**config.mk**
```make
export PLATFORM = sky130hd
export DESIGN_NAME = murmur3_32_string_hash
export DESIGN_NICKNAME = d
export VERILOG_FILES = /design/src/design/mm3_pkg.sv /design/src/design/mm3_dp.sv /design/src/design/mm3_ctrl.sv /design/src/design/murmur3_32_string_hash.sv
export SDC_FILE = /design/constraint.sdc
export NUM_CORES = 2
export LEC_CHECK = 0
export BUFFER_PORTS_ARGS = -buffer_cell sky130_fd_sc_hd__buf_2
export CORE_MARGIN = 3
export CORE_UTILIZATION = 55
export CTS_BUF_LIST = sky130_fd_sc_hd__clkbuf_4
export DETAILED_ROUTE_END_ITERATION = 7
export PLACE_DENSITY = 0.76
export SYNTH_ARGS = -nofsm -noshare
export SYNTH_HDL_FRONTEND = slang
export SYNTH_SLANG_ARGS = --single-unit
```
**constraint.sdc**
```tcl
create_clock -name clk_i -period 10.4 [get_ports clk_i]
set_input_delay 2.08 -clock clk_i [delete_from_list [all_inputs] [get_ports clk_i]]
set_output_delay 2.08 -clock clk_i [all_outputs]
set_load 0.02 [all_outputs]
```
**src/design/mm3_pkg.sv**
```systemverilog
// Shared types, constants and controller/datapath interface for the string hash block.
package mm3_pkg;

  localparam logic [31:0] SeedReset = 32'h2908_48ab;
  localparam logic [31:0] MixC1     = 32'hcc9e_2d51;
  localparam logic [31:0] MixC2     = 32'h1b87_3593;
  localparam logic [31:0] MixN      = 32'he654_6b64;
  localparam logic [31:0] FinF1     = 32'h85eb_ca6b;
  localparam logic [31:0] FinF2     = 32'hc2b2_ae35;
  localparam logic [30:0] CountMax  = 31'h7fff_ffff;
  localparam logic [1:0]  LaneLast  = 2'd3;

  typedef struct packed {
    logic [7:0] data_byte;
    logic       last_byte;
  } in_item_t;

  typedef struct packed {
    logic [31:0] hash_value;
    logic [30:0] message_length;
  } out_item_t;

  typedef enum logic [1:0] {
    MUL_K_C1,
    MUL_K_C2,
    MUL_F1,
    MUL_F2
  } mul_sel_e;

  typedef struct packed {
    logic     load;
    logic     mul_en;
    mul_sel_e mul_sel;
    logic     mix_blk;
    logic     mix_tail;
    logic     emit;
  } dp_cmd_t;

  typedef struct packed {
    logic blk_byte;
    logic out_free;
  } dp_status_t;

endpackage

```
**src/design/mm3_dp.sv**
```systemverilog
// Datapath of the string hash block: message state, shared multiplier and output register.
module mm3_dp import mm3_pkg::*; (
  input  logic       clk_i,
  input  logic       rst_ni,
  input  logic       cfg_we_i,
  input  logic [31:0] cfg_wdata_i,
  input  in_item_t   in_data_i,
  input  dp_cmd_t    cmd_i,
  output dp_status_t status_o,
  output logic       out_valid_o,
  input  logic       out_stall_i,
  output out_item_t  out_data_o
);

  logic [31:0] seed_q;
  logic [31:0] h_q, h_d;
  logic [31:0] k_q, k_d;
  logic [23:0] partial_q, partial_d;
  logic [30:0] count_q, count_d;
  logic [1:0]  lane_q, lane_d;
  logic        zero_q, zero_d;
  logic        out_valid_q, out_valid_d;
  out_item_t   out_q, out_d;

  logic [31:0] mul_a, mul_b, prod;
  logic [31:0] fin_t, mix_x, mix_r, fin_h;
  logic [23:0] partial_new;
  logic        first;
  logic [7:0]  b;

  assign b     = in_data_i.data_byte;
  assign first = (count_q == '0);
  assign fin_t = h_q ^ {1'b0, count_q};

  always_comb begin
    mul_a = k_q;
    mul_b = MixC1;
    case (cmd_i.mul_sel)
      MUL_K_C1: begin
        mul_a = k_q;
        mul_b = MixC1;
      end
      MUL_K_C2: begin
        mul_a = {k_q[16:0], k_q[31:17]};
        mul_b = MixC2;
      end
      MUL_F1: begin
        mul_a = fin_t ^ (fin_t >> 16);
        mul_b = FinF1;
      end
      MUL_F2: begin
        mul_a = k_q ^ (k_q >> 13);
        mul_b = FinF2;
      end
      default: begin
        mul_a = k_q;
        mul_b = MixC1;
      end
    endcase
  end

  assign prod  = mul_a * mul_b;
  assign mix_x = h_q ^ k_q;
  assign mix_r = {mix_x[18:0], mix_x[31:19]};
  assign fin_h = k_q ^ (k_q >> 16);

  always_comb begin
    partial_new = partial_q;
    case (lane_q)
      2'd0:    partial_new[7:0]   = b;
      2'd1:    partial_new[15:8]  = b;
      2'd2:    partial_new[23:16] = b;
      default: partial_new        = partial_q;
    endcase
  end

  always_comb begin
    h_d         = h_q;
    k_d         = k_q;
    partial_d   = partial_q;
    count_d     = count_q;
    lane_d      = lane_q;
    zero_d      = zero_q;
    out_d       = out_q;
    out_valid_d = out_valid_q && out_stall_i;
    if (cmd_i.load) begin
      h_d     = first ? seed_q : h_q;
      zero_d  = first ? (b == 8'd0) : zero_q;
      count_d = (count_q == CountMax) ? count_q : count_q + 31'd1;
      lane_d  = lane_q + 2'd1;
      if (lane_q == LaneLast) begin
        k_d       = {b, partial_q};
        partial_d = '0;
      end else begin
        k_d       = {8'd0, partial_new};
        partial_d = partial_new;
      end
    end
    if (cmd_i.mul_en) begin
      k_d = prod;
    end
    if (cmd_i.mix_blk) begin
      h_d = (mix_r << 2) + mix_r + MixN;
    end
    if (cmd_i.mix_tail) begin
      h_d = mix_x;
    end
    if (cmd_i.emit) begin
      out_valid_d = 1'b1;
      if (zero_q) begin
        out_d.hash_value     = '0;
        out_d.message_length = '0;
      end else begin
        out_d.hash_value     = fin_h;
        out_d.message_length = count_q;
      end
      h_d       = seed_q;
      partial_d = '0;
      count_d   = '0;
      lane_d    = '0;
      zero_d    = 1'b0;
    end
  end

  always_ff @(posedge clk_i or negedge rst_ni) begin
    if (!rst_ni) begin
      seed_q      <= SeedReset;
      h_q         <= SeedReset;
      partial_q   <= '0;
      count_q     <= '0;
      lane_q      <= '0;
      zero_q      <= 1'b0;
      out_valid_q <= 1'b0;
    end else begin
      if (cfg_we_i) begin
        seed_q <= cfg_wdata_i;
      end
      h_q         <= h_d;
      partial_q   <= partial_d;
      count_q     <= count_d;
      lane_q      <= lane_d;
      zero_q      <= zero_d;
      out_valid_q <= out_valid_d;
    end
  end

  always_ff @(posedge clk_i) begin
    k_q   <= k_d;
    out_q <= out_d;
  end

  assign status_o.blk_byte = (lane_q == LaneLast);
  assign status_o.out_free = !out_valid_q || !out_stall_i;
  assign out_valid_o       = out_valid_q;
  assign out_data_o        = out_q;

endmodule

```
**src/design/mm3_ctrl.sv**
```systemverilog
// Controller of the string hash block: sequences block mixing, tail folding and finalisation.
module mm3_ctrl import mm3_pkg::*; (
  input  logic       clk_i,
  input  logic       rst_ni,
  input  logic       in_valid_i,
  input  logic       in_last_i,
  output logic       in_stall_o,
  input  dp_status_t status_i,
  output dp_cmd_t    cmd_o
);

  typedef enum logic [2:0] {
    ST_IDLE,
    ST_MUL1,
    ST_MUL2,
    ST_MIXB,
    ST_MIXT,
    ST_FIN1,
    ST_FIN2,
    ST_EMIT
  } state_e;

  state_e state_q, state_d;
  logic   block_q, block_d;
  logic   last_q, last_d;

  always_comb begin
    state_d       = state_q;
    block_d       = block_q;
    last_d        = last_q;
    cmd_o         = '0;
    cmd_o.mul_sel = MUL_K_C1;
    in_stall_o    = 1'b1;
    unique case (state_q)
      ST_IDLE: begin
        in_stall_o = 1'b0;
        if (in_valid_i) begin
          cmd_o.load = 1'b1;
          block_d    = status_i.blk_byte;
          last_d     = in_last_i;
          if (status_i.blk_byte || in_last_i) begin
            state_d = ST_MUL1;
          end
        end
      end
      ST_MUL1: begin
        cmd_o.mul_en  = 1'b1;
        cmd_o.mul_sel = MUL_K_C1;
        state_d       = ST_MUL2;
      end
      ST_MUL2: begin
        cmd_o.mul_en  = 1'b1;
        cmd_o.mul_sel = MUL_K_C2;
        state_d       = block_q ? ST_MIXB : ST_MIXT;
      end
      ST_MIXB: begin
        cmd_o.mix_blk = 1'b1;
        state_d       = last_q ? ST_FIN1 : ST_IDLE;
      end
      ST_MIXT: begin
        cmd_o.mix_tail = 1'b1;
        state_d        = ST_FIN1;
      end
      ST_FIN1: begin
        cmd_o.mul_en  = 1'b1;
        cmd_o.mul_sel = MUL_F1;
        state_d       = ST_FIN2;
      end
      ST_FIN2: begin
        cmd_o.mul_en  = 1'b1;
        cmd_o.mul_sel = MUL_F2;
        state_d       = ST_EMIT;
      end
      ST_EMIT: begin
        if (status_i.out_free) begin
          cmd_o.emit = 1'b1;
          state_d    = ST_IDLE;
        end
      end
      default: begin
        state_d = ST_IDLE;
      end
    endcase
  end

  always_ff @(posedge clk_i or negedge rst_ni) begin
    if (!rst_ni) begin
      state_q <= ST_IDLE;
      block_q <= 1'b0;
      last_q  <= 1'b0;
    end else begin
      state_q <= state_d;
      block_q <= block_d;
      last_q  <= last_d;
    end
  end

endmodule

```
**src/design/murmur3_32_string_hash.sv**
```systemverilog
// Top level of the 32-bit string hash block over a byte stream.
//
//   Channel | Handshake                    | Payload
//   --------+------------------------------+----------------------------------
//   in      | in_valid_i / in_stall_o      | in_data_i  (data_byte, last_byte)
//   out     | out_valid_o / out_stall_i    | out_data_o (hash_value, length)
//   cfg     | cfg_we_i                     | cfg_wdata_i (seed)
//
// A byte that closes no block or message is only loaded in ST_IDLE; a 4-byte block's
// last byte then runs MUL1, MUL2, MIXB, and the message's last byte MUL1, MUL2, MIXB or
// MIXT, FIN1, FIN2, EMIT (which waits for the output), on one shared 32x32 multiplier.
// After reset the seed and message state are loaded; no clearing pass is needed.
// The result waits in an output register, and further bytes are taken while it is stalled.
module murmur3_32_string_hash import mm3_pkg::*; (
  input  logic        clk_i,
  input  logic        rst_ni,
  input  logic        cfg_we_i,
  input  logic [31:0] cfg_wdata_i,
  input  logic        in_valid_i,
  output logic        in_stall_o,
  input  in_item_t    in_data_i,
  output logic        out_valid_o,
  input  logic        out_stall_i,
  output out_item_t   out_data_o
);

  dp_cmd_t    cmd;
  dp_status_t status;

  mm3_ctrl u_ctrl (
    .clk_i      (clk_i),
    .rst_ni     (rst_ni),
    .in_valid_i (in_valid_i),
    .in_last_i  (in_data_i.last_byte),
    .in_stall_o (in_stall_o),
    .status_i   (status),
    .cmd_o      (cmd)
  );

  mm3_dp u_dp (
    .clk_i       (clk_i),
    .rst_ni      (rst_ni),
    .cfg_we_i    (cfg_we_i),
    .cfg_wdata_i (cfg_wdata_i),
    .in_data_i   (in_data_i),
    .cmd_i       (cmd),
    .status_o    (status),
    .out_valid_o (out_valid_o),
    .out_stall_i (out_stall_i),
    .out_data_o  (out_data_o)
  );

endmodule

```
Word-level counts from Yosys, hierarchy flattened. Cells that the tools add are included.

Add/subtract/negate cells: 4. $mul: 1. Eq/ne operators: 18. Multiplexer cells: 39. Bitwise gates (word level): 5. Reductions and logical operators: 20.

Operators with widths (number): $mux 32 (8); $pmux 32 s4 (2); $mux 31 (3); $mux 24 (3); $xor 32x16->32 (2); $add 32x32->32 (1); $add 32x32->32 const B (1); $mul 32x32->32 (1); $xor 32x19->32 (1); $xor 32x31->32 (1); $xor 32x32->32 (1); $add 31x1->31 const B (1); $eq 31x31->1 const B (1); $logic_not 31->1 (1); $mux 8 (3); $pmux 3 s8 (1); $mux 3 (5); $eq 3x3->1 const B (4); $pmux 3 s4 (1); $mux 1 (11); $eq 2x2->1 const B (4); $logic_not 8->1 (1); $reduce_and 2->1 (4); $reduce_bool 4->1 (2); other kinds (14) (24).

Flip-flop bits (word level): 223. Output and inout port bits: 65. Word-level logic and storage cells: 100.

Longest topological paths before layout.
Depth in word-level cells: 6. Mapped depth: 42.

Modules after synthesis. From an unflattened synthesis, not the netlist that was laid out.

Cells, all modules: 3093. Area, all modules: 28732.6 µm².

Modules (own cells, without submodules): mm3_dp (instances 1, cells an instance 3057, area an instance 28421.0 µm²); mm3_ctrl (instances 1, cells an instance 36, area an instance 311.5 µm²).

Worst setup path before layout. OpenSTA, ideal clock, no wires.

Path type: reg2reg. Start: reg u_ctrl.state_q[0]. End: reg u_dp.k_q[31], data pin. Arrival time: 8.975 ns. Data required time: 10.130 ns. Slack: 1.155 ns. Cell stages (with the launch flop): 38. Buffers on the path: 7. Period minus slack after synthesis: 9.245 ns. Path through: dfrtp_1 -> buf_4 -> xnor2_2 -> nor2_1 -> buf_2 -> inv_2 -> clkbuf_1 -> ha_1 -> buf_4 -> buf_2 -> buf_4 -> a221oi_1 -> a21oi_1 -> clkbuf_1 -> nor2b_1 -> fa_1 -> fa_1 -> inv_1 -> (+2 left out) -> inv_1 -> fa_1 -> inv_1 -> fa_1 -> inv_1 -> fa_1 -> fa_1 -> ha_1 -> a21o_1 -> a21o_1 -> a221oi_1 -> o31ai_1 -> nand2_1 -> o2111ai_1 -> nand2_1 -> o21ai_0 -> xnor2_1 -> a21oi_1.

Word-level cells in the longest chain between the ends: 6.

Ends and longest elaborated chain: from (decl) (line mm3_ctrl.sv:23) `state_e state_q, state_d;`; from (signal assigned) (line mm3_ctrl.sv:92) `state_q <= state_d;`; $eq 3x3->1, or another cell as far along (line mm3_ctrl.sv:34) `unique case (state_q)`; $pmux 3 s4 (*) (line mm3_ctrl.sv:34); $eq 2x2->1, or another cell as far along (line mm3_dp.sv:38) `case (cmd_i.mul_sel)`; $pmux 32 s4 (line mm3_dp.sv:38); $mul 32x32->32 (line mm3_dp.sv:62) `assign prod = mul_a * mul_b;`; $mux 32 (*) (line mm3_dp.sv:99) `if (cmd_i.mul_en) begin`; via u_dp.k_d[31] (line mm3_dp.sv:17) `logic [31:0] k_q, k_d;`; to (signal assigned) (line mm3_dp.sv:148) `k_q <= k_d;`; to (decl) (line mm3_dp.sv:17).

The timed path passes the listed nets; every way through them passes the cells marked *. The select of a mux whose other input is x is not followed. A chain may end at the register's enable or synchronous reset.

Final worst setup path. Same ends and word-level chain as after synthesis.

==> impl_metrics.yaml <==
status:
  status: "completed"
die:
  rows: 82
  ios: 111
  fp.coreArea_um2: 50500
  fp.dieArea_um2: 54100
  die_w_um: 233
  start_util: 0.559
  fp.dieH_um: 233
sta:
  fin_crit_sh: 0.947
  skew_ns: 0.0984
  relSlewSlack: 0.187
  rsz0062_at_grt: "no"
  setup_violations: 0
  report.final.hold_viol_count: 0
  tightest_slew_ns: 1.21
  maxSlewViolCount: 0
  whs_ns: 0.503
  period_minus_slack_ns: 9.85
  max_freq_mhz: 102
  tns_ns: 0
cells_and_area:
  area_growth_pct: 7.33
  drive_above_1_share: 0.123
  num-fill-cells: 4453
  fin_nets: 3687
  multi_input_area_um2: 19300
  fin_area_um2: 30300
  register_area_um2: 6090
worst_setup_path:
  endpoint_kind: "flop"
  crit_fanout: 22
  cp_data_required_time_ns: 10.84
  cpMostUsedCell: "inv_1"
  start_kind: "flop"
  crit_arrival_ns: 10.29
  max_stage_delay_ns: 0.80
  startpoint: "u_ctrl.state_q[0]"
  path_class: "reg -> reg"
  timing.rr.start: "u_ctrl.state_q[0]"
  slowest_stage: "dfrtp_1"
detailed_routing:
  drc_errors: 0
  antenna_left: 0
  wire_per_inst_um: 25.9
  drtPass1Iterations: 6
  drt_iter0_drc: 2401
  avgViaCountPerCell: 5.94
  vias: 22400
  routed_wl_mm: 97.6
synthesis:
  yosysWarnings: 0
  yosysTopAreaCellShare: 0.278
  yosysMostFrequentCell: "inv_1"
  syn_area_um2: 28200
  ys.flop_type: "dfrtp_1"
  avgSynthCellArea_um2: 9.54
  netlist_top_cells_count: "inv_1 (580), fa_1 (392), nor2_1 (269), ha_1 (203), xnor2_1 (161)"
  ys_seq_elements: 223
  synth-edff-count: 95
  async_reset_ff_frac: 0.574
  synth_area_leaders: "fa_1 (28%), edfxtp_1 (10%), dfrtp_1 (9.4%)"
  yosysSeqAreaShare: 0.215
  syn_nets: 3600
  ys_types: 80
  synth_top_area_cell: "fa_1"
  synth_cells: 2959
global_route:
  overflow: 0
  grt_pass1_wl_mm: 146
  antenna_found_initial: 2
  grt_pass1_vias: 22700
  grt_max_degree: 75
  grt_usage: 0.370
place:
  gp_congestion: 1.08
  port_buffers: 110
  dp_hpwl_mm: 82.5
  placed_area_um2: 29500
clock_network:
  hold_buffers: 0
  clk_latency_ns: 0.78
  clk_pin_slew_ns: 0.08
  cts_made_buffers: 55
  clock_sinks: 223
  cts_root_buf: "clkbuf_4"
  cts_tree: "yes"
  cts_htree_levels: 2
  cts_buffer_depth: 3
  post-cts-setup-buffers: 0
  cts_resized: 0
min_path:
  hold_class: "reg -> reg"
  worstHoldStart: "u_ctrl.last_q"
flow_run:
  cap_violations: 0
cell families (layout without fill, tap and decap cells):
| kind of cell | after synthesis | count (layout) | share of synthesized area |
|---|---|---|---|
| compound gates | 423 | 423 | 0.101 |
| xor+xnor | 249 | 249 | 0.0795 |
| fa+ha+maj | 595 | 595 | 0.368 |
| buf+inv | 738 | 872 | 0.102 |
| flops | 223 | 223 | 0.215 |
| mux | 60 | 60 | 0.0228 |
| other cells | 0 | 1 | 0 |
| simple gates | 671 | 671 | 0.111 |
area by class of cell:
cell class / count / area share
timing repair buffer: 181 / 0.0358
sequential: 223 / 0.201
clock inverter: 21 / 0.00570
clock buffer: 83 / 0.0206
inverter: 587 / 0.0728
antenna: 1 / 0.0000826
multi-input combinational: 1998 / 0.636
tap: 672 / 0.0277
stage by stage:
stage / util / setup slack (ns) / std cells
after CTS: 0.600 / 0.734 / 3765
final: 0.600 / 0.553 / 3766
after detailed placement: 0.584 / 0.810 / 3661
after global routing: 0.600 / 0.186 / 3766
after global placement: 0.584 / 0.913 / 3661
after floorplan: - / 1.15 / 2959
path summary, 6_finish.rpt:
kind	to	slack, ns	depth (start not counted)
worst max-delay path	u_dp.k_q[31]	0.55	33
max in group asynchronous	u_ctrl.state_q[2]	7.48	2
worst max register to register	u_dp.k_q[31]	0.55	33
worst min-delay path	u_ctrl.last_q	0.50	2
worst min register to register	u_ctrl.last_q	0.50	2
min in group asynchronous	u_dp.h_q[23]	1.38	1
critical path, delay by kind of cell, from the launching register on:
family                     cells  cell delay (ns)
xor gates and xnor gates       1             0.14
adders and majority gates     10             4.35
and+or+nand+nor                6             1.10
AOI/OAI and AO/OA              7             1.90
buffers and inverters          9             1.21
DFF                            1             0.80
flip-flops by register name, summed over array words and instances, names as in the netlist:
register and flops:
u_dp.out_valid_o 1, u_dp.zero_q 1, u_dp.partial_q 24, u_ctrl.state_q 3, u_dp.out_data_o 63, u_dp.k_q 32, u_dp.lane_q 2, u_dp.h_q 32
u_dp.count_q 31, u_dp.seed_q 32, u_ctrl.block_q 1, u_ctrl.last_q 1
routing by layer:
| layer | share of wire | vias to the layer above | track usage | wire [µm] |
|---|---|---|---|---|
| met5 | 0.00013 | - | 0 | 13 |
| met4 | 0.042 | 2 | 0.126 | 4140 |
| met3 | 0.14 | 250 | 0.154 | 13600 |
| met2 | 0.41 | 1354 | 0.516 | 39700 |
| met1 | 0.41 | 11200 | 0.520 | 40200 |
| li1 | - | 9596 | - | - |
cell usage in the layout (no fill, tap or decap), drive strengths merged, types with 20 or more instances in the layout:
cell type and count:
a21o 41, a21oi 133, a221oi 29, a22o 26
a22oi 21, a31oi 20, buf 181, clkbuf 83
dfrtp 106, dfstp 22, edfxtp 95, fa 392
ha 203, inv 586, mux2 34, mux2i 26
nand2 155, nand2b 45, nand3 35, nor2 271
nor2b 55, nor3 26, o21ai 82, xnor2 162
xor2 83
Power is not shown: default switching activity piles up to over one toggle a cycle in this logic, so the estimate is an artifact.
